## src/hdl/mwrf_pkg.sv

```systemverilog
// Shared constants, status types and the CRC-16/Modbus byte step of the framer.
// Depends on nothing; used by mwrf_tx, mwrf_rx, the top level and the testbench.
`default_nettype none

package mwrf_pkg;

	localparam logic [15:0] CRC_INIT        = 16'hFFFF;
	localparam logic [15:0] CRC_POLY        = 16'hA001;
	localparam logic [7:0]  FN_WRITE_SINGLE = 8'h06;
	localparam logic        KIND_SEND       = 1'b0;
	localparam logic        KIND_RX_BYTE    = 1'b1;
	localparam logic        RES_TX_BYTE     = 1'b0;
	localparam logic        RES_VERDICT     = 1'b1;
	localparam logic [2:0]  IDX_CRC_LO      = 3'd6;
	localparam logic [2:0]  IDX_CRC_HI      = 3'd7;

	typedef struct packed {
		logic       busy;
		logic [7:0] tx_byte;
		logic       last;
	} tx_stat_t;

	typedef struct packed {
		logic verdict;
		logic echo_ok;
	} rx_stat_t;

	function automatic logic [15:0] crc_byte(input logic [15:0] crc, input logic [7:0] b);
		logic [15:0] c;
		c = crc ^ {8'h00, b};
		for (int k = 0; k < 8; k++) begin
			if (c[0]) begin
				c = (c >> 1) ^ CRC_POLY;
			end else begin
				c = c >> 1;
			end
		end
		return c;
	endfunction

endpackage

`default_nettype wire

```

## src/hdl/mwrf_cmd_if.sv

```systemverilog
// Input channel of the framer: valid/ready handshake with the request payload.
// Depends on nothing.
`default_nettype none

interface mwrf_cmd_if;
	logic        valid;
	logic        ready;
	logic        kind;
	logic [7:0]  device_address;
	logic [15:0] register_address;
	logic [15:0] register_value;
	logic [7:0]  rx_byte;

	modport source (output valid, kind, device_address, register_address, register_value,
		rx_byte, input ready);
	modport sink (input valid, kind, device_address, register_address, register_value,
		rx_byte, output ready);
endinterface

`default_nettype wire

```

## src/hdl/mwrf_res_if.sv

```systemverilog
// Result channel of the framer: valid/ready handshake with the result payload.
// Depends on nothing.
`default_nettype none

interface mwrf_res_if;
	logic       valid;
	logic       ready;
	logic       result_kind;
	logic [7:0] tx_byte;
	logic       last;
	logic       echo_ok;

	modport source (output valid, result_kind, tx_byte, last, echo_ok, input ready);
	modport sink (input valid, result_kind, tx_byte, last, echo_ok, output ready);
endinterface

`default_nettype wire

```

## src/hdl/mwrf_tx.sv

```systemverilog
// Request serializer: holds the kept frame and emits it one byte per step with the CRC.
// Depends on mwrf_pkg.
`default_nettype none

module mwrf_tx (
	input  wire logic                clk,
	input  wire logic                arst_n,
	input  wire logic                start,
	input  wire logic [7:0]          device_address,
	input  wire logic [15:0]         register_address,
	input  wire logic [15:0]         register_value,
	input  wire logic                advance,
	output mwrf_pkg::tx_stat_t       stat,
	output logic      [63:0]         frame
);

	logic [63:0] frame_q;
	logic [15:0] crc_q;
	logic [2:0]  cnt_q;
	logic        busy_q;
	logic [7:0]  cur_byte;

	always_comb begin
		cur_byte = frame_q[{cnt_q, 3'b000} +: 8];
		if (cnt_q == mwrf_pkg::IDX_CRC_LO) begin
			cur_byte = crc_q[7:0];
		end else if (cnt_q == mwrf_pkg::IDX_CRC_HI) begin
			cur_byte = crc_q[15:8];
		end
	end

	assign stat.busy    = busy_q;
	assign stat.tx_byte = cur_byte;
	assign stat.last    = (cnt_q == mwrf_pkg::IDX_CRC_HI);
	assign frame        = frame_q;

	always_ff @(posedge clk or negedge arst_n) begin
		if (!arst_n) begin
			frame_q <= '0;
			crc_q   <= mwrf_pkg::CRC_INIT;
			cnt_q   <= '0;
			busy_q  <= 1'b0;
		end else if (start) begin
			frame_q <= {16'h0000, register_value[7:0], register_value[15:8],
				register_address[7:0], register_address[15:8],
				mwrf_pkg::FN_WRITE_SINGLE, device_address};
			crc_q   <= mwrf_pkg::CRC_INIT;
			cnt_q   <= '0;
			busy_q  <= 1'b1;
		end else if (busy_q && advance) begin
			if (cnt_q < mwrf_pkg::IDX_CRC_LO) begin
				crc_q <= mwrf_pkg::crc_byte(crc_q, cur_byte);
			end
			if (cnt_q == mwrf_pkg::IDX_CRC_LO) begin
				frame_q[63:48] <= crc_q;
			end
			if (cnt_q == mwrf_pkg::IDX_CRC_HI) begin
				busy_q <= 1'b0;
			end
			cnt_q <= cnt_q + 3'd1;
		end
	end

endmodule

`default_nettype wire

```

## src/hdl/mwrf_rx.sv

```systemverilog
// Response checker: runs the CRC over the response and compares it with the kept frame.
// Depends on mwrf_pkg.
`default_nettype none

module mwrf_rx (
	input  wire logic           clk,
	input  wire logic           arst_n,
	input  wire logic           clear,
	input  wire logic           take,
	input  wire logic [7:0]     rx_byte,
	input  wire logic [63:0]    frame,
	output mwrf_pkg::rx_stat_t  stat
);

	logic [2:0]  idx_q;
	logic [15:0] crc_q;
	logic        mis_q;
	logic [7:0]  crc_lo_q;
	logic [7:0]  expect_byte;
	logic        mis_now;
	logic        verdict;

	assign expect_byte  = frame[{idx_q, 3'b000} +: 8];
	assign mis_now      = mis_q | (rx_byte != expect_byte);
	assign verdict      = take && (idx_q == mwrf_pkg::IDX_CRC_HI);
	assign stat.verdict = verdict;
	assign stat.echo_ok = !mis_now && (crc_q == {rx_byte, crc_lo_q});

	always_ff @(posedge clk or negedge arst_n) begin
		if (!arst_n) begin
			idx_q    <= '0;
			crc_q    <= mwrf_pkg::CRC_INIT;
			mis_q    <= 1'b0;
			crc_lo_q <= '0;
		end else if (clear || verdict) begin
			idx_q    <= '0;
			crc_q    <= mwrf_pkg::CRC_INIT;
			mis_q    <= 1'b0;
			crc_lo_q <= '0;
		end else if (take) begin
			mis_q <= mis_now;
			if (idx_q < mwrf_pkg::IDX_CRC_LO) begin
				crc_q <= mwrf_pkg::crc_byte(crc_q, rx_byte);
			end
			if (idx_q == mwrf_pkg::IDX_CRC_LO) begin
				crc_lo_q <= rx_byte;
			end
			idx_q <= idx_q + 3'd1;
		end
	end

endmodule

`default_nettype wire

```

## src/hdl/modbus_write_register_framer_top.sv

```systemverilog
// Top level of the Modbus RTU write-single-register framer with response echo check.
// Depends on mwrf_pkg, mwrf_cmd_if, mwrf_res_if, mwrf_tx and mwrf_rx.
//
// A send item loads the request, then the byte-wide serializer emits eight transmit
// bytes at one per cycle while the sink takes them, its CRC advancing one byte a
// cycle over the six data bytes; no item is taken while it runs. A response byte is
// taken in one handshake, and the eighth one puts its verdict in the output register
// at the edge that takes it. The output register holds a result while the sink stalls,
// and no item is taken while a result waits there. It reloads in the cycle its result
// is taken, so with a sink that is always ready, response bytes follow back to back.
`default_nettype none

module modbus_write_register_framer_top (
	input wire logic   clk,
	input wire logic   arst_n,
	mwrf_cmd_if.sink   cmd,
	mwrf_res_if.source res
);

	mwrf_pkg::tx_stat_t tx_stat;
	mwrf_pkg::rx_stat_t rx_stat;
	logic [63:0]        frame;
	logic               o_load;
	logic               accept;
	logic               send;
	logic               take;

	logic       o_valid_q;
	logic       o_kind_q;
	logic [7:0] o_byte_q;
	logic       o_last_q;
	logic       o_ok_q;

	assign o_load    = !o_valid_q || res.ready;
	assign cmd.ready = !tx_stat.busy && o_load;
	assign accept    = cmd.valid && cmd.ready;
	assign send      = accept && (cmd.kind == mwrf_pkg::KIND_SEND);
	assign take      = accept && (cmd.kind == mwrf_pkg::KIND_RX_BYTE);

	mwrf_tx u_tx (
		.clk              (clk),
		.arst_n           (arst_n),
		.start            (send),
		.device_address   (cmd.device_address),
		.register_address (cmd.register_address),
		.register_value   (cmd.register_value),
		.advance          (o_load),
		.stat             (tx_stat),
		.frame            (frame)
	);

	mwrf_rx u_rx (
		.clk     (clk),
		.arst_n  (arst_n),
		.clear   (send),
		.take    (take),
		.rx_byte (cmd.rx_byte),
		.frame   (frame),
		.stat    (rx_stat)
	);

	always_ff @(posedge clk or negedge arst_n) begin
		if (!arst_n) begin
			o_valid_q <= 1'b0;
		end else if (o_load) begin
			o_valid_q <= tx_stat.busy || rx_stat.verdict;
		end
	end

	always_ff @(posedge clk) begin
		if (o_load) begin
			if (tx_stat.busy) begin
				o_kind_q <= mwrf_pkg::RES_TX_BYTE;
				o_byte_q <= tx_stat.tx_byte;
				o_last_q <= tx_stat.last;
				o_ok_q   <= 1'b0;
			end else begin
				o_kind_q <= mwrf_pkg::RES_VERDICT;
				o_byte_q <= 8'h00;
				o_last_q <= 1'b1;
				o_ok_q   <= rx_stat.echo_ok;
			end
		end
	end

	assign res.valid       = o_valid_q;
	assign res.result_kind = o_kind_q;
	assign res.tx_byte     = o_byte_q;
	assign res.last        = o_last_q;
	assign res.echo_ok     = o_ok_q;

endmodule

`default_nettype wire

```

## src/flat_wrapper.sv

```systemverilog
// flat-port wrapper written by rule: the top's interface ports become plain ports
module modbus_write_register_framer_top_flat 
  (clk, arst_n, cmd_valid, cmd_kind, cmd_device_address, cmd_register_address, cmd_register_value, cmd_rx_byte, cmd_ready, res_valid, res_result_kind, res_tx_byte, res_last, res_echo_ok, res_ready);
  mwrf_cmd_if cmd_i ();
  mwrf_res_if res_i ();
  input wire logic clk;
  input wire logic arst_n;
  input wire logic [$bits(cmd_i.valid)-1:0] cmd_valid;
  input wire logic [$bits(cmd_i.kind)-1:0] cmd_kind;
  input wire logic [$bits(cmd_i.device_address)-1:0] cmd_device_address;
  input wire logic [$bits(cmd_i.register_address)-1:0] cmd_register_address;
  input wire logic [$bits(cmd_i.register_value)-1:0] cmd_register_value;
  input wire logic [$bits(cmd_i.rx_byte)-1:0] cmd_rx_byte;
  output wire logic [$bits(cmd_i.ready)-1:0] cmd_ready;
  output wire logic [$bits(res_i.valid)-1:0] res_valid;
  output wire logic [$bits(res_i.result_kind)-1:0] res_result_kind;
  output wire logic [$bits(res_i.tx_byte)-1:0] res_tx_byte;
  output wire logic [$bits(res_i.last)-1:0] res_last;
  output wire logic [$bits(res_i.echo_ok)-1:0] res_echo_ok;
  input wire logic [$bits(res_i.ready)-1:0] res_ready;
  assign cmd_i.valid = cmd_valid;
  assign cmd_i.kind = cmd_kind;
  assign cmd_i.device_address = cmd_device_address;
  assign cmd_i.register_address = cmd_register_address;
  assign cmd_i.register_value = cmd_register_value;
  assign cmd_i.rx_byte = cmd_rx_byte;
  assign cmd_ready = cmd_i.ready;
  assign res_valid = res_i.valid;
  assign res_result_kind = res_i.result_kind;
  assign res_tx_byte = res_i.tx_byte;
  assign res_last = res_i.last;
  assign res_echo_ok = res_i.echo_ok;
  assign res_i.ready = res_ready;
  modbus_write_register_framer_top u_core (.clk(clk), .arst_n(arst_n), .cmd(cmd_i), .res(res_i));
endmodule
```

## config.mk

```make
export PLATFORM = sky130hd
export DESIGN_NAME = modbus_write_register_framer_top_flat
export DESIGN_NICKNAME = d
export VERILOG_FILES = /design/src/hdl/mwrf_pkg.sv /design/src/hdl/mwrf_cmd_if.sv /design/src/hdl/mwrf_res_if.sv /design/src/hdl/mwrf_tx.sv /design/src/hdl/mwrf_rx.sv /design/src/hdl/modbus_write_register_framer_top.sv /design/src/flat_wrapper.sv
export SDC_FILE = /design/constraint.sdc
export NUM_CORES = 1
export LEC_CHECK = 0
export ABC_AREA = 1
export BUFFER_PORTS_ARGS = -buffer_cell sky130_fd_sc_hd__buf_2
export CORE_MARGIN = 2
export CORE_UTILIZATION = 36
export DETAILED_ROUTE_END_ITERATION = 8
export SYNTH_ARGS = -nofsm -noshare
export SYNTH_HDL_FRONTEND = slang
export SYNTH_SLANG_ARGS = --single-unit
```

## constraint.sdc

```tcl
create_clock -name clk -period 2.7 [get_ports clk]
set_input_delay 0.27 -clock clk [delete_from_list [all_inputs] [get_ports clk]]
set_output_delay 0.27 -clock clk [all_outputs]
set_load 0.02 [all_outputs]
```

Word level (Yosys, flattened, before mapping)

Index checks and enable logic that the tools add are counted.

Word-level logic and storage cells: 153
Output and inout bits: 13
Bits in registers: 118

Equal/unequal tests: 6
Reduce and logical (&&, ||, !) cells: 25
Add/subtract/negate cells: 2
Mux-type cells: 82
Bitwise operators: 20
Shift operators: 2
Order comparisons: 2

Operator list:

| kind                                               | count |
|---|---|
| two-way mux 16 bit                                 | 67 |
| variable part select 64 x 7 -> 8 bit               | 2 |
| NOT 2 -> 3 bit                                     | 16 |
| two-way mux 8 bit                                  | 5 |
| XOR 16 x 8 -> 16 bit                               | 2 |
| equality test 16 bit                               | 1 |
| nonzero test 2 bit                                 | 7 |
| equality test 3 bit (second input constant)        | 4 |
| two-way mux 3 bit                                  | 4 |
| AND reduction 2 bit                                | 5 |
| != test 8 bit                                      | 1 |
| logical AND 1 bit                                  | 7 |
| adder 3 x 1 -> 3 bit (second input constant)       | 2 |
| less-than comparator 3 bit (second input constant) | 2 |
| two-way mux 1 bit                                  | 6 |
| zero test 1 bit                                    | 3 |
| logical OR 1 bit                                   | 3 |
| NOT 1 bit                                          | 1 |
| OR 1 bit                                           | 1 |

Depth between registers and ports, before layout

Depth in word-level cells: 44
Mapped depth: 22
Mapped depth without buffers: 20

Hierarchy

Synthesis repeated with hierarchy kept, for this count alone.

Cells, all modules: 1005
Area total of the unflattened synthesis: 7275.7 µm²

Modules (own cells, without submodules):

| module                           | area an instance (µm²) | instances | cells an instance | sequential area each (µm²) |
|---|---|---|---|---|
| mwrf_tx                          | 4325.4                 | 1         | 582               | 1946.9 |
| mwrf_rx                          | 2473.6                 | 1         | 381               | 720.7 |
| modbus_write_register_framer_top | 476.7                  | 1         | 42                | 355.3 |

Least setup slack after synthesis

No wires, ideal clock.

Path type: reg2reg
From: reg u_core.u_tx.cnt_q[1]
To: reg u_core.u_tx.crc_q[0]
Slack: 0.369 ns
Stages on the path, launching flop included: 21
Data required time: 2.628 ns
Library setup time: 0.072 ns
Arrival: 2.259 ns
Period minus slack after synthesis: 2.331 ns
Buffers on the path: 2
Cell sequence: dfrtp_1 ha_1 ha_1 buf_2 inv_1 buf_4 nand3_1 nand4_1 nand2_1 inv_2 nand2_1 nand2_1 nand2_1 nand2_2 nand2_4 nand2_2 nand2_1 nand3_1 nand3_1 nand2_1 inv_1

RTL lines:

| what                   | RTL line      | RTL |
|---|---|---|
| start, declared        | mwrf_tx.sv:19 | `logic [2:0] cnt_q;` |
| start signal, assigned | mwrf_tx.sv:60 | `cnt_q <= cnt_q + 3'd1;` |
| end signal, assigned   | mwrf_tx.sv:40 | `crc_q <= mwrf_pkg::CRC_INIT;` |
| end signal, assigned   | mwrf_tx.sv:47 | `crc_q <= mwrf_pkg::CRC_INIT;` |
| end signal, assigned   | mwrf_tx.sv:52 | `crc_q <= mwrf_pkg::crc_byte(crc_q, cur_byte);` |
| end, declared          | mwrf_tx.sv:18 | `logic [15:0] crc_q;` |

Worst setup path in the final report

From: reg u_core.u_tx.cnt_q[0]
To: reg u_core.u_tx.crc_q[0]

Longest elaborated chain between the ends: 37
Elaborated cells between the ends (all ways): 48

Ends and longest elaborated chain:

| what                                                                               | RTL line                      | RTL |
|---|---|---|
| variable part select 64 x 7 -> 8 bit / equality test 3 bit (equally long branches) | mwrf_tx.sv:24, mwrf_tx.sv:27  |  |
| two-way mux 8 bit                                                                  | mwrf_tx.sv:27                 | `end else if (cnt_q == mwrf_pkg::IDX_CRC_HI) begin` |
| two-way mux 8 bit                                                                  | mwrf_tx.sv:25                 | `if (cnt_q == mwrf_pkg::IDX_CRC_LO) begin` |
| XOR 16 x 8 -> 16 bit                                                               | mwrf_pkg.sv:30                | `c = crc ^ {8'h00, b};` |
| two-way mux 16 bit / NOT 2 -> 3 bit (equally long branches)                        | n/a                           |  |
| two-way mux 16 bit, on equally long branches                                       | mwrf_tx.sv:51, mwrf_pkg.sv:32 |  |
| two-way mux 16 bit, on equally long branches                                       | mwrf_tx.sv:50, mwrf_tx.sv:51  |  |
| two-way mux 16 bit, on equally long branches                                       | mwrf_tx.sv:43, mwrf_tx.sv:50  |  |
| [21 not listed]                                                                    | n/a                           |  |
| two-way mux 16 bit                                                                 | mwrf_pkg.sv:32                | `if (c[0]) begin` |
| two-way mux 16 bit                                                                 | mwrf_tx.sv:51                 | `if (cnt_q < mwrf_pkg::IDX_CRC_LO) begin` |
| two-way mux 16 bit                                                                 | mwrf_tx.sv:50                 | `end else if (busy_q && advance) begin` |
| two-way mux 16 bit                                                                 | mwrf_tx.sv:43                 | `end else if (start) begin` |
| two-way mux 16 bit                                                                 | mwrf_pkg.sv:32                |  |
| two-way mux 16 bit                                                                 | mwrf_tx.sv:51                 |  |
| two-way mux 16 bit                                                                 | mwrf_tx.sv:50                 |  |
| two-way mux 16 bit                                                                 | mwrf_tx.sv:43                 |  |

Several ways; a longest one is shown, not always the timed one. The select of a mux whose other input is x is not followed.
A chain may end at the register's enable or synchronous reset.

==> results.md <==
- Status: finished clean
- Peak VDD IR: 0.000535 V
- Ant. Diodes: 0
- Relative slew slack: 0.584
- # nets final: roughly 1000
- Asr flop ratio synth: 0.906
- Share of power burned in registers: 0.288
- First-pass GRT wire length: 30400 um
- Leakage: ~3.8 nW
- Cell Count Post-Placement: 1133
- Largest family of logic cells by synthesized area: simple AND/OR/NAND/NOR gates
- Total GRT Usage: 0.196
- Clock transition at the registers of the reported paths: around 0.060 ns
- Largest area contributor in the netlist: dfrtp_1
- Largest net degree at the start of global routing: between 60 and 70
- Latest clock arrival within the worst-skew pair: about 0.42 ns
- WL/cell: around 16 um
- Avg Inst Size Synth: 7.92 sq um
- Synth Area in XOR/XNOR: 0.0401
- Critical Path Fanout Max: 28
- Netlist cell types: between 40 and 50
- Vias/cell: 5.16
- I/O pin count: 66
- Met2 routed WL: 8820 um
- Wire length on met3: 1130 um
- Start point of the critical path: u_core.u_tx.cnt_q[0]
- DP HPWL: 13600 um
- Core area: approximately 19000 sq um
- Internal power: 6.46 mW
- Total power draw: approximately 12 mW
- Crit-path max cell delay: 0.39 ns
- Top Metal Used: met4
- Worst setup SP type: flip-flop
- PD cells: approximately 1500 nW/um^2
- Most frequent cell after synthesis: nand2_1
- CP most frequent cell: nand2_1
- CTS Buffer Depth: 2
- Clk sinks: 117
- CP arrival: between 2 and 3 ns
- Synth Flop Type: dfrtp_1
- Mapped Cells: 851
- Post-synth EDFFs: 11
- TritonCTS Buffers: 17
- RR Startpoint: u_core.u_tx.cnt_q[0]
- Achievable Freq: between 400 and 500 MHz
- HP Class: input port to flip-flop
- Largest cells by area after synthesis: dfrtp_1 27%, dfstp_2 12%, nand2_1 12%, inv_1 6.0%, o21ai_0 5.6%
- Gate power share: 0.516
- M1 WL: 8360 um
- Max cap viols: 0
- Period utilization: 0.913
- GPL Wtd Cong: between 0.8 and 0.9
- Antenna violations before repair: 0
- Root Buffer: clkbuf_16
- Die H: about 140 um
- Mapped Nets: 910
- Overflow after GRT: 0
- Top cell type's share of synthesized area: 0.275
- PortBufs: 65
- Synth Area in Compound Gates: 0.168
- CP Class: flip-flop to flip-flop
- Pre-antenna DRT Iters: 7
- Die Area: roughly 20000 sq um
- Final Setup Violations: 0
- Layout area overhead: 18.4%
- H-tree depth: 4
- CTS tree: built
- Routed Antenna Nets: 0
- Post-synthesis mux area share: 0
- Final Non-Filler Cells: roughly 1.2k
- RSZ-0062 raised after global routing: false
- Worst-Margin Slew: roughly 0.62 ns
- Synth warnings: 0
- Sw Pwr: between 5 and 6 mW
- Starting Density: 0.364
- Number of global-route vias before repair: approximately 5.8k
- Clock network power share: 0.196
- Layout cell share with drive strength beyond 1: 0.212
- Register area share after synthesis: 0.448
- Initial DRC Count: approximately 630
- Adder-cell share of the synthesized area: 0.0111
- Worst clock skew: roughly 0.0065 ns
- Post-Syn Area: slightly below 7000 sq um
- DRC viols: 0
- Critical path, cell by cell: buf_12 -> inv_4 -> ha_1 -> nand2_4 -> clkinvlp_4 -> a21oi_1 -> nand3_1 -> nand2_1 -> nand3_1 -> nand2_1 -> nand2_1 -> nand2_2 -> nand2_4 -> nand2_2 -> nand2_1 -> nand3_1 -> nand3_1 -> nand2_1 -> inv_1
- Clock period minus worst slack: 2.46 ns
- Overall routed net length: ~19000 um
- Worst hold slack: slightly below 0.05 ns
- Max Slew Vio Count: 0
- Post-synth top cells: 211 x nand2_1, 107 x inv_1, 76 x o21ai_0
- Flops & latches, synth: 117
- Die X: 141 um
- Simple-gate share of the synthesized area: 0.236
- Sw Share: 0.454
- Setup Buffers After CTS: 0
- Setup TNS: 0 ns
- Rows: 50
- CP Capture Type: flip-flop
- Vias: approximately 6.0k
- Critical path required time: roughly 3.1 ns
- Hold Vio Cnt, Final: 0
- Hold path startpoint: cmd_device_address[7]
- Crit path max-delay cell type: dfrtp_1
-- cells in the final DEF, fill, tap and decap left out, drive strengths merged, types with 2 or more instances in the layout --
cell / n
o22ai: 25
xor2: 11
xnor2: 19
o211ai: 3
bufinv: 3
nor2: 32
dfstp: 32
edfxtp: 11
nor3: 3
inv: 117
a21oi: 45
ha: 6
nand2: 231
nand4: 6
clkbuf: 19
a2bb2oi: 5
nand3: 76
a22oi: 18
nor4: 3
or2: 2
clkinvlp: 4
buf: 85
a32oi: 5
a31oi: 5
dfrtp: 74
clkinv: 4
o21ai: 80
-- layout make-up --
type / instances / area, sq um
tap: 234 / 293
clock inverter: 12 / 151
sequential: 117 / 3020
multi-input combinational: 581 / 3080
clock buffer: 19 / 453
timing repair buffer: 86 / 542
fill: 1879 / 10500
inverter: 116 / 442
-- sequential cells by signal, indices dropped and copies added (netlist names) --
name                    cells
u_core.u_tx.crc_q          16
u_core.res.tx_byte          8
u_core.u_tx.frame          57
u_core.res.last             1
u_core.res.echo_ok          1
u_core.u_rx.idx_q           3
u_core.u_rx.mis_q           1
u_core.u_rx.crc_lo_q        8
u_core.res.result_kind      1
u_core.u_tx.cnt_q           3
u_core.u_rx.crc_q          16
u_core.res.valid            1
u_core.u_tx.busy_q          1
-- power by group through the flow --
stage,combinational (mW),clock (mW),sequential [mW]
floorplan,4.50,0,3.34
global placement,5.96,0,3.41
detailed placement,6.02,0,3.42
CTS,6.06,2.37,3.40
global route,6.81,2.44,3.51
finish,6.11,2.32,3.41
-- path summary, 6_finish.rpt --
kind                                         end  slack, ns  depth (start not counted)
max                         u_core.u_tx.crc_q[0]       0.24                         19
min                         u_core.u_tx.frame[7]       0.05                          3
min in group asynchronous       u_core.res.valid       0.32                          2
max reg2reg                 u_core.u_tx.crc_q[0]       0.24                         19
max in group asynchronous  u_core.u_tx.frame[18]       1.68                          3
min reg2reg                 u_core.u_rx.crc_q[4]       0.50                          2
-- cells by family after synthesis --
kind of cell / after synthesis
simple gates: 354
compound gates: 191
flops: 117
buf+inv: 153
fa+ha+maj: 6
xor+xnor: 30
-- worst max-delay path, delay by kind of cell, from the launching register on --
family,cells,cell delay (ns)
flops,1,0.39
buf+inv,4,0.47
compound gates,1,0.20
simple gates,13,1.12
fa+ha+maj,1,0.22
-- routing by layer --
metal,vias up,GRT usage
met5,-,0
met4,0,0.0711
met3,41,0.0394
met2,223,0.329
met1,2805,0.253
li1,2939,-
-- timing repair --
item | in CTS | in global routing
resized for setup | 0 | 3
setup endpoints to repair | 0 | 1
endpoints found under the hold margin | 10 | 0
hold buffers | 1 | 0
-- metrics by stage --
stage / cell area [sq um] / utilization / setup WS, ns
finish: 7980 / 0.431 / 0.236
global route: 7980 / 0.431 / 0.0000133
CTS: 7970 / 0.430 / 0.225
detailed placement: 7350 / 0.397 / 0.249
global placement: 7350 / 0.397 / 0.258
floorplan: 6740 / - / 0.369
Note: power is estimated with default switching activity, not from simulation.
